**src/hw/rtl/mrrs_pkg.sv**
```systemverilog
// Package: shared types, constants and CRC helper for the Modbus RTU register server.
`timescale 1ns / 1ps
`default_nettype none
package mrrs_pkg;

  localparam int unsigned REG_COUNT_DEFAULT = 3;
  localparam int unsigned FRAME_LEN         = 8;
  localparam int unsigned FB_IDX_W          = $clog2(FRAME_LEN);
  localparam int unsigned CNT_W             = $clog2(FRAME_LEN + 1);
  localparam int unsigned BYTE_W            = 8;
  localparam int unsigned WORD_W            = 16;
  localparam int unsigned EVENT_W           = 3;
  localparam int unsigned QUEUE_DEPTH       = 2;
  localparam int unsigned QPTR_W            = $clog2(QUEUE_DEPTH);
  localparam int unsigned QCNT_W            = $clog2(QUEUE_DEPTH + 1);

  localparam logic [WORD_W-1:0] CRC_INIT = 16'hFFFF;
  localparam logic [WORD_W-1:0] CRC_POLY = 16'hA001;

  localparam logic [BYTE_W-1:0] SERVER_ID_RESET = 8'h01;

  localparam logic [BYTE_W-1:0] FN_READ_HOLDING  = 8'h03;
  localparam logic [BYTE_W-1:0] FN_WRITE_SINGLE  = 8'h06;
  localparam logic [BYTE_W-1:0] FN_EXCEPTION_BIT = 8'h80;

  localparam logic [BYTE_W-1:0] EXC_ILLEGAL_FUNCTION = 8'h01;
  localparam logic [BYTE_W-1:0] EXC_ILLEGAL_ADDRESS  = 8'h02;

  localparam logic [WORD_W-1:0] CMD_OPERATIONAL    = 16'h0001;
  localparam logic [WORD_W-1:0] CMD_PREOPERATIONAL = 16'h0080;
  localparam logic [WORD_W-1:0] CMD_RESET          = 16'h0081;
  localparam logic [WORD_W-1:0] CMD_STOP           = 16'h0002;

  typedef enum logic [EVENT_W-1:0] {
    EV_NONE           = 3'd0,
    EV_OPERATIONAL    = 3'd1,
    EV_PREOPERATIONAL = 3'd2,
    EV_RESET          = 3'd3,
    EV_STOP           = 3'd4
  } cmd_event_t;

  typedef enum logic [1:0] {
    REQ_WRITE,
    REQ_READ,
    REQ_EXCEPT
  } req_kind_t;

  typedef struct packed {
    req_kind_t         kind;
    logic [BYTE_W-1:0] id;
    logic [BYTE_W-1:0] fn;
    logic [WORD_W-1:0] addr;
    logic [WORD_W-1:0] value;
    logic [BYTE_W-1:0] exc_code;
  } req_t;

  typedef enum logic [1:0] {
    BK_IDLE,
    BK_BODY,
    BK_CRC_HI,
    BK_CRC_LO
  } back_state_t;

  function automatic logic [WORD_W-1:0] crc16_byte(input logic [WORD_W-1:0] crc_in,
                                                   input logic [BYTE_W-1:0] data);
    logic [WORD_W-1:0] crc;
    crc = crc_in ^ {8'h00, data};
    for (int k = 0; k < 8; k++) begin
      if (crc[0]) begin
        crc = (crc >> 1) ^ CRC_POLY;
      end else begin
        crc = crc >> 1;
      end
    end
    return crc;
  endfunction

endpackage
`default_nettype wire

```
**src/hw/rtl/mrrs_front.sv**
```systemverilog
// Front end: collects request bytes, runs the CRC, checks the frame and classifies it.
`timescale 1ns / 1ps
`default_nettype none
module mrrs_front #(
  parameter int unsigned REG_COUNT = mrrs_pkg::REG_COUNT_DEFAULT
) (
  input  wire logic                       clk,
  input  wire logic                       rst,
  input  wire logic [mrrs_pkg::BYTE_W-1:0] server_id,
  input  wire logic                       in_valid,
  output logic                            in_stall,
  input  wire logic [mrrs_pkg::BYTE_W-1:0] rx_byte,
  input  wire logic                       frame_start,
  input  wire logic                       q_full,
  output logic                            q_push,
  output mrrs_pkg::req_t                  q_data
);
  import mrrs_pkg::*;

  logic [BYTE_W-1:0] frame_bytes [FRAME_LEN-1];
  logic [CNT_W-1:0]  byte_count;
  logic [WORD_W-1:0] running_crc;

  logic              accept;
  logic [CNT_W-1:0]  cnt_eff;
  logic [WORD_W-1:0] crc_eff;
  logic              in_frame;
  logic              last_in;
  logic              frame_ok;
  logic [WORD_W-1:0] addr;
  logic [WORD_W-1:0] value;
  logic [BYTE_W-1:0] fn;
  logic [WORD_W:0]   read_end;

  assign in_stall = q_full;
  assign accept   = in_valid && !in_stall;

  always_comb begin
    cnt_eff  = frame_start ? '0 : byte_count;
    crc_eff  = frame_start ? CRC_INIT : running_crc;
    in_frame = cnt_eff < CNT_W'(FRAME_LEN);
    last_in  = cnt_eff == CNT_W'(FRAME_LEN - 1);
    frame_ok = ({frame_bytes[6], rx_byte} == crc_eff) && (frame_bytes[0] == server_id);
    fn       = frame_bytes[1];
    addr     = {frame_bytes[2], frame_bytes[3]};
    value    = {frame_bytes[4], frame_bytes[5]};
    read_end = {1'b0, addr} + {1'b0, value};
  end

  always_comb begin
    q_data.id       = frame_bytes[0];
    q_data.fn       = fn;
    q_data.addr     = addr;
    q_data.value    = value;
    q_data.kind     = REQ_EXCEPT;
    q_data.exc_code = EXC_ILLEGAL_FUNCTION;
    case (fn)
      FN_WRITE_SINGLE: begin
        if (addr >= WORD_W'(REG_COUNT)) begin
          q_data.exc_code = EXC_ILLEGAL_ADDRESS;
        end else begin
          q_data.kind = REQ_WRITE;
        end
      end
      FN_READ_HOLDING: begin
        if (read_end > (WORD_W + 1)'(REG_COUNT)) begin
          q_data.exc_code = EXC_ILLEGAL_ADDRESS;
        end else begin
          q_data.kind = REQ_READ;
        end
      end
      default: begin
        q_data.kind     = REQ_EXCEPT;
        q_data.exc_code = EXC_ILLEGAL_FUNCTION;
      end
    endcase
  end

  assign q_push = accept && in_frame && last_in && frame_ok;

  always_ff @(posedge clk) begin
    if (rst) begin
      byte_count  <= '0;
      running_crc <= CRC_INIT;
    end else if (accept) begin
      byte_count  <= cnt_eff;
      running_crc <= crc_eff;
      if (in_frame) begin
        byte_count <= cnt_eff + CNT_W'(1);
        if (cnt_eff < CNT_W'(FRAME_LEN - 2)) begin
          running_crc <= crc16_byte(crc_eff, rx_byte);
        end
      end
    end
  end

  always_ff @(posedge clk) begin
    if (accept && in_frame && !last_in) begin
      frame_bytes[cnt_eff[FB_IDX_W-1:0]] <= rx_byte;
    end
  end

endmodule
`default_nettype wire

```
**src/hw/rtl/mrrs_queue.sv**
```systemverilog
// Short request queue between the front end and the reply engine.
`timescale 1ns / 1ps
`default_nettype none
module mrrs_queue (
  input  wire logic           clk,
  input  wire logic           rst,
  input  wire logic           push,
  input  wire mrrs_pkg::req_t push_data,
  output logic                full,
  input  wire logic           pop,
  output mrrs_pkg::req_t      pop_data,
  output logic                not_empty
);
  import mrrs_pkg::*;

  req_t              entries [QUEUE_DEPTH];
  logic [QPTR_W-1:0] wr_ptr;
  logic [QPTR_W-1:0] rd_ptr;
  logic [QCNT_W-1:0] count;

  logic do_push;
  logic do_pop;

  assign full      = count == QCNT_W'(QUEUE_DEPTH);
  assign not_empty = count != '0;
  assign pop_data  = entries[rd_ptr];
  assign do_push   = push && !full;
  assign do_pop    = pop && not_empty;

  always_ff @(posedge clk) begin
    if (rst) begin
      wr_ptr <= '0;
      rd_ptr <= '0;
      count  <= '0;
    end else begin
      if (do_push) begin
        wr_ptr <= (wr_ptr == QPTR_W'(QUEUE_DEPTH - 1)) ? '0 : wr_ptr + QPTR_W'(1);
      end
      if (do_pop) begin
        rd_ptr <= (rd_ptr == QPTR_W'(QUEUE_DEPTH - 1)) ? '0 : rd_ptr + QPTR_W'(1);
      end
      if (do_push && !do_pop) begin
        count <= count + QCNT_W'(1);
      end else if (do_pop && !do_push) begin
        count <= count - QCNT_W'(1);
      end
    end
  end

  always_ff @(posedge clk) begin
    if (do_push) begin
      entries[wr_ptr] <= push_data;
    end
  end

endmodule
`default_nettype wire

```
**src/hw/rtl/mrrs_back.sv**
```systemverilog
// Reply engine: register file, command detection and reply byte stream with CRC.
`timescale 1ns / 1ps
`default_nettype none
module mrrs_back #(
  parameter int unsigned REG_COUNT = mrrs_pkg::REG_COUNT_DEFAULT
) (
  input  wire logic                        clk,
  input  wire logic                        rst,
  input  wire logic                        q_not_empty,
  input  wire mrrs_pkg::req_t              q_data,
  output logic                             q_pop,
  output logic                             out_valid,
  input  wire logic                        out_stall,
  output logic [mrrs_pkg::BYTE_W-1:0]      tx_byte,
  output logic                             last_byte,
  output logic [mrrs_pkg::EVENT_W-1:0]     command_event
);
  import mrrs_pkg::*;

  localparam int unsigned RIDX_W  = (REG_COUNT > 1) ? $clog2(REG_COUNT) : 1;
  localparam int unsigned MAX_LEN = 3 + 2 * REG_COUNT;
  localparam int unsigned LEN_W   = $clog2(MAX_LEN + 1);
  localparam int unsigned QTY_W   = $clog2(REG_COUNT + 1);

  back_state_t       state;
  back_state_t       state_next;

  logic [WORD_W-1:0] register_file [REG_COUNT];
  logic [WORD_W-1:0] last_acted_command;
  req_t              req;
  cmd_event_t        event_code;
  logic [LEN_W-1:0]  idx;
  logic [LEN_W-1:0]  body_last;
  logic [RIDX_W-1:0] rd_addr;
  logic              rd_hi;
  logic [WORD_W-1:0] crc;

  logic              out_free;
  logic              load;
  logic [BYTE_W-1:0] load_byte;
  logic              load_last;
  cmd_event_t        load_event;
  logic [BYTE_W-1:0] body_byte;
  logic [WORD_W-1:0] reg_word;
  logic [WORD_W-1:0] reg0_new;
  cmd_event_t        ev_new;
  logic [LEN_W-1:0]  len_new;

  assign out_free = !out_valid || !out_stall;
  assign reg_word = register_file[rd_addr];

  always_comb begin
    state_next = state;
    case (state)
      BK_IDLE:   if (q_not_empty) state_next = BK_BODY;
      BK_BODY:   if (out_free && idx == body_last) state_next = BK_CRC_HI;
      BK_CRC_HI: if (out_free) state_next = BK_CRC_LO;
      BK_CRC_LO: if (out_free) state_next = BK_IDLE;
      default:   state_next = BK_IDLE;
    endcase
  end

  always_comb begin
    body_byte = req.id;
    case (req.kind)
      REQ_WRITE: begin
        case (idx)
          LEN_W'(0): body_byte = req.id;
          LEN_W'(1): body_byte = req.fn;
          LEN_W'(2): body_byte = req.addr[15:8];
          LEN_W'(3): body_byte = req.addr[7:0];
          LEN_W'(4): body_byte = req.value[15:8];
          default:   body_byte = req.value[7:0];
        endcase
      end
      REQ_READ: begin
        case (idx)
          LEN_W'(0): body_byte = req.id;
          LEN_W'(1): body_byte = req.fn;
          LEN_W'(2): body_byte = {req.value[6:0], 1'b0};
          default:   body_byte = rd_hi ? reg_word[15:8] : reg_word[7:0];
        endcase
      end
      default: begin
        case (idx)
          LEN_W'(0): body_byte = req.id;
          LEN_W'(1): body_byte = req.fn | FN_EXCEPTION_BIT;
          default:   body_byte = req.exc_code;
        endcase
      end
    endcase
  end

  always_comb begin
    q_pop      = 1'b0;
    load       = 1'b0;
    load_byte  = body_byte;
    load_last  = 1'b0;
    load_event = EV_NONE;
    case (state)
      BK_IDLE: q_pop = q_not_empty;
      BK_BODY: load = out_free;
      BK_CRC_HI: begin
        load      = out_free;
        load_byte = crc[15:8];
      end
      BK_CRC_LO: begin
        load       = out_free;
        load_byte  = crc[7:0];
        load_last  = 1'b1;
        load_event = event_code;
      end
      default: q_pop = 1'b0;
    endcase
  end

  always_comb begin
    reg0_new = (q_data.addr == '0) ? q_data.value : register_file[0];
    ev_new   = EV_NONE;
    if (reg0_new != last_acted_command) begin
      if (reg0_new == CMD_OPERATIONAL) ev_new = EV_OPERATIONAL;
      else if (reg0_new == CMD_PREOPERATIONAL) ev_new = EV_PREOPERATIONAL;
      else if (reg0_new == CMD_RESET) ev_new = EV_RESET;
      else if (reg0_new == CMD_STOP) ev_new = EV_STOP;
    end
    case (q_data.kind)
      REQ_WRITE: len_new = LEN_W'(6);
      REQ_READ:  len_new = LEN_W'(3) + LEN_W'({q_data.value[QTY_W-1:0], 1'b0});
      default:   len_new = LEN_W'(3);
    endcase
  end

  always_ff @(posedge clk) begin
    if (rst) begin
      state              <= BK_IDLE;
      out_valid          <= 1'b0;
      last_acted_command <= '0;
      for (int i = 0; i < REG_COUNT; i++) begin
        register_file[i] <= '0;
      end
    end else begin
      state <= state_next;
      if (load) begin
        out_valid <= 1'b1;
      end else if (!out_stall) begin
        out_valid <= 1'b0;
      end
      if (q_pop && q_data.kind == REQ_WRITE) begin
        register_file[q_data.addr[RIDX_W-1:0]] <= q_data.value;
        if (ev_new != EV_NONE) begin
          last_acted_command <= reg0_new;
        end
      end
    end
  end

  always_ff @(posedge clk) begin
    if (q_pop) begin
      req        <= q_data;
      idx        <= '0;
      body_last  <= len_new - LEN_W'(1);
      rd_addr    <= q_data.addr[RIDX_W-1:0];
      rd_hi      <= 1'b1;
      crc        <= CRC_INIT;
      event_code <= (q_data.kind == REQ_WRITE) ? ev_new : EV_NONE;
    end else if (state == BK_BODY && out_free) begin
      idx <= idx + LEN_W'(1);
      crc <= crc16_byte(crc, body_byte);
      if (idx >= LEN_W'(3)) begin
        rd_hi <= !rd_hi;
        if (!rd_hi) begin
          rd_addr <= rd_addr + RIDX_W'(1);
        end
      end
    end
    if (load) begin
      tx_byte       <= load_byte;
      last_byte     <= load_last;
      command_event <= load_event;
    end
  end

endmodule
`default_nettype wire

```
**src/hw/rtl/modbus_rtu_register_server.sv**
```systemverilog
// Top level of the Modbus RTU register server (functions 3 and 6).
// Flow: the eighth request byte pushes the request into the queue; the reply engine pops it when idle,
// then registers and streams the reply one byte per cycle (5 to 3 + 2*REG_COUNT + 2 bytes) unless stalled.
// Throughput: one request byte per cycle while the 2-entry request queue has room.
// Reset: synchronous; clears byte count, CRC, register file and command history, id to 1.
`timescale 1ns / 1ps
`default_nettype none
module modbus_rtu_register_server #(
  parameter int unsigned REG_COUNT = mrrs_pkg::REG_COUNT_DEFAULT
) (
  input  wire logic                         clk,
  input  wire logic                         rst,
  input  wire logic                         cfg_valid,
  output logic                              cfg_ready,
  input  wire logic [mrrs_pkg::BYTE_W-1:0]  cfg_data,
  input  wire logic                         in_valid,
  output logic                              in_stall,
  input  wire logic [mrrs_pkg::BYTE_W-1:0]  rx_byte,
  input  wire logic                         frame_start,
  output logic                              out_valid,
  input  wire logic                         out_stall,
  output logic [mrrs_pkg::BYTE_W-1:0]       tx_byte,
  output logic                              last_byte,
  output logic [mrrs_pkg::EVENT_W-1:0]      command_event
);
  import mrrs_pkg::*;

  logic [BYTE_W-1:0] server_id;
  logic              q_full;
  logic              q_push;
  req_t              q_push_data;
  logic              q_pop;
  req_t              q_pop_data;
  logic              q_not_empty;

  assign cfg_ready = 1'b1;

  always_ff @(posedge clk) begin
    if (rst) begin
      server_id <= SERVER_ID_RESET;
    end else if (cfg_valid && cfg_ready) begin
      server_id <= cfg_data;
    end
  end

  mrrs_front #(.REG_COUNT(REG_COUNT)) u_front (
    .clk         (clk),
    .rst         (rst),
    .server_id   (server_id),
    .in_valid    (in_valid),
    .in_stall    (in_stall),
    .rx_byte     (rx_byte),
    .frame_start (frame_start),
    .q_full      (q_full),
    .q_push      (q_push),
    .q_data      (q_push_data)
  );

  mrrs_queue u_queue (
    .clk       (clk),
    .rst       (rst),
    .push      (q_push),
    .push_data (q_push_data),
    .full      (q_full),
    .pop       (q_pop),
    .pop_data  (q_pop_data),
    .not_empty (q_not_empty)
  );

  mrrs_back #(.REG_COUNT(REG_COUNT)) u_back (
    .clk           (clk),
    .rst           (rst),
    .q_not_empty   (q_not_empty),
    .q_data        (q_pop_data),
    .q_pop         (q_pop),
    .out_valid     (out_valid),
    .out_stall     (out_stall),
    .tx_byte       (tx_byte),
    .last_byte     (last_byte),
    .command_event (command_event)
  );

endmodule
`default_nettype wire

```
**config.mk**
```make
export PLATFORM = sky130hd
export DESIGN_NAME = modbus_rtu_register_server
export DESIGN_NICKNAME = d
export VERILOG_FILES = /design/src/hw/rtl/mrrs_pkg.sv /design/src/hw/rtl/mrrs_front.sv /design/src/hw/rtl/mrrs_queue.sv /design/src/hw/rtl/mrrs_back.sv /design/src/hw/rtl/modbus_rtu_register_server.sv
export SDC_FILE = /design/constraint.sdc
export NUM_CORES = 1
export LEC_CHECK = 0
export ABC_AREA = 1
export BUFFER_PORTS_ARGS = -buffer_cell sky130_fd_sc_hd__clkbuf_2
export CORE_UTILIZATION = 55
export CTS_CLUSTER_DIAMETER = 60
export CTS_CLUSTER_SIZE = 28
export DETAILED_ROUTE_END_ITERATION = 8
export GPL_TIMING_DRIVEN = 0
export PLACE_DENSITY = 0.79
export SLEW_MARGIN = 40
export SYNTH_ARGS = -nofsm -noshare
export SYNTH_HDL_FRONTEND = slang
export SYNTH_SLANG_ARGS = --single-unit
```
**constraint.sdc**
```tcl
create_clock -name clk -period 4.45 [get_ports clk]
set_input_delay 0.2225 -clock clk [delete_from_list [all_inputs] [get_ports clk]]
set_output_delay 0.2225 -clock clk [all_outputs]
set_load 0.02 [all_outputs]
```
==> metrics.yaml <==
clk_pin_slew_ns: 0.10
antenna_left: 0
fp.coreArea_um2: 30500
placedCellCount: 2165
clockBufferDepth: 3
synth_edf_count: 297
synthesis.nets: 1785
wirelength_um: 40900
vias: 12800
p_per_area_nw_per_um2: 567
end_kind: "flop"
finalMaxSlewViolations: 0
yosysTopAreaCell: "edfxtp_1"
peakVddDrop_uv: 334
dp_hpwl_um: 28900
maxCapViolCount: 0
wl_per_cell_um: 18.4
synthCells: 1729
grt_start_max_net_pins: 68
cpPeakStageDelay_ns: 0.60
ys_seq_elements: 372
initial_core_util: 0.558
drc: 0
syn_area_per_cell_um2: 9.85
diodes: 0
num_rows: 64
setup_ws_ns: 0.502
dieArea_um2: 31700
fin_setup_tns_ns: 0
cts_root_buf: "clkbuf_16"
overflow: 0
synth_top_family_by_area: "simple AND/OR/NAND/NOR gates"
hold_path_class: "primary input to flop"
whs_path_depth: 5
min_period_over_period: 0.887
synthSimpleGateAreaFrac: 0.195
ff2ff_setup_slack_ns: 0.50
place.gp.congestion: 0.947
drt_iter0_drc: 1443
numCtsBuffers: 26
crit_path_top_delay_cell: "nand2_1"
cp_cell_sequence: "buf_2 -> buf_2 -> buf_4 -> nand2_1 -> o21ai_1 -> inv_1 -> nor2_1 -> inv_1 -> nor3_1 -> nand3_1 -> clkbuf_1 -> nand2_1"
hold_viol: 0
design_area_um2: 19000
fillers: 2304
routed_via_density: 5.76
seqCellArea_um2: 10400
pin_count: 37
clock_skew_ns: 0.0230
synth.most_common_cell: "nand2_1"
hold_slack_ns: 0.0533
fp.dieW_um: 178
ys_warn_count: 0
synthFlopType: "edfxtp_1"
max_freq_mhz: 253
regToRegEndpoint: "u_back.register_file[1][8]"
p_total_mw: 10.8
reg2reg_depth: 12
multi_input_area_um2: 5680
fin_nets: 1867
path_delay_family: "simple AND/OR/NAND/NOR gates"
async_flop_share: 0
post-place-ws_ns: 0.488
crit_type: "flop to flop"
synthDistinctLibCells: 48
synthTopCellsByCount: "nand2_1, edfxtp_1, inv_1, nor2_1, nand3_1"
synth.top_cell.area_share: 0.524
netlist_area_um2: 17000
first_global_vias: 12000
arrival_ns: 4.15
min_to: "u_front.running_crc[2]"
die_h_um: 178
critPathBufInv: 6
stdcell_count: 2227
min_from: "frame_start"
grt_usage: 0.261
antenna_found_initial: 0
grt_pass1_wl_um: 63500
utilization: 0.623
area_delta_synth_final_pct: 11.7
period_needed_ns: 3.95
maxSlewHeadroom: 0.407
htreeDepth: 1
tritoncts: "yes"
synth-xor-area-share: 0.0211
cts.sink_count: 372
synth_compound_area_frac: 0.0765
yosysSeqAreaShare: 0.612
dpl-instance-area_um2: 17900
clk_latency_ns: 0.57
setup_viol: 0
post-cts-setup-buffers: 0
worst_slew_pin_slew_ns: 0.880
power.leakage_nw: 7.59
crit_required_ns: 4.65
drive_gt1_frac: 0.0923
worstPathMaxFanout: 16
status: "complete, no violations"
synth_mux_area_frac: 0.0119
start_kind: "flop"
rsz0062_at_grt: "false"
io_buffers: 34
synth-adder-area-share: 0.0254
first_pass_iters: 6
ys_top_cells_by_area: "edfxtp_1, dfxtp_1, nand2_1, nand3_1, inv_1"
## timing repair
item                                   CTS  global route
gates resized for setup                  0             0
hold buffers                            14             0
setup endpoints to repair                0             0
endpoints found under the hold margin    9             0
## worst min-delay path, stage by stage
cell and delay, ns:
clkbuf_2 0.09, nor2_1 0.06, nor2_1 0.09, o21ai_0 0.07, nand2_1 0.05
## cell families (layout without fill, tap and decap cells)
kind of cell	Yosys count	count (layout)
AND/OR/NAND/NOR	780	780
flip-flops	372	372
buffers and inverters	250	352
AO/OA/AOI/OAI	233	233
XOR/XNOR	41	41
adder cells (fa/ha/maj)	34	34
multiplexers	18	18
other	1	1
## cells in the final DEF (no fill, tap or decap), drive strengths merged, types with 4 or more instances in the layout
master and instances:
o21ai 116, edfxtp 297, clkinv 14, a21oi 71, o221ai 4, clkbuf 100, nor2 169, nand3 165
nor3 19, nand2 394, dfxtp 75, a211oi 5, nor4 6, dlygate4sd3 14, xnor2 10, xor2 31
o211ai 24, inv 202, mux2 18, ha 33, nand4 18, buf 21
## how the worst max path moves through the flow
| stage | start | end | slack [ns] | cells after the start |
|---|---|---|---|---|
| after floorplan | frame_start | u_queue.entries[1][0] | 0.75 | 11 |
| after global placement | frame_start | u_queue.entries[1][19] | -0.58 | 12 |
| after detailed placement | flop | u_back.register_file[1][9] | 0.49 | 12 |
| after CTS | flop | u_back.register_file[1][10] | 0.52 | 12 |
| after global routing | flop | u_back.register_file[2][0] | 0.26 | 12 |
| final | flop | u_back.register_file[1][8] | 0.50 | 12 |
## per-layer routing
| metal | share of wire | routed length, um | GRT usage |
|---|---|---|---|
| met1 | 0.40 | 16500 | 0.345 |
| met2 | 0.48 | 19800 | 0.437 |
| met3 | 0.075 | 3070 | 0.0308 |
| met4 | 0.039 | 1580 | 0.106 |
| met5 | 0 | 0 | 0 |
## sequential cells by signal, indices dropped and copies added, names as in the netlist, 3 cells and up, named ones only
| name | flops |
|---|---|
| u_back.idx | 4 |
| u_back.register_file | 64 |
| u_back.tx_byte | 8 |
| server_id | 8 |
| u_back.crc | 16 |
| u_back.event_code | 3 |
| u_front.byte_count | 4 |
| u_back.command_event | 3 |
| u_back.last_acted_command | 16 |
| u_queue.entries | 104 |
| u_back.body_last | 4 |
| u_front.running_crc | 16 |
| u_front.frame_bytes | 56 |
| u_back.req | 52 |
## cell type report
class | instances | area share
Sequential cell | 372 | 0.548
Multi-Input combinational cell | 1107 | 0.299
Inverter | 196 | 0.0389
Clock buffer | 27 | 0.0355
Tap cell | 396 | 0.0261
Timing Repair Buffer | 54 | 0.0224
Clock inverter | 21 | 0.0174
Buffer | 54 | 0.0132
## where the power goes
group          switching, mW  internal (mW)
Clock                   1.43           1.25
Sequential             0.214           4.28
Combinational           2.57           1.05
Total                   4.21           6.58
Note: power is estimated with default switching activity, not from simulation.
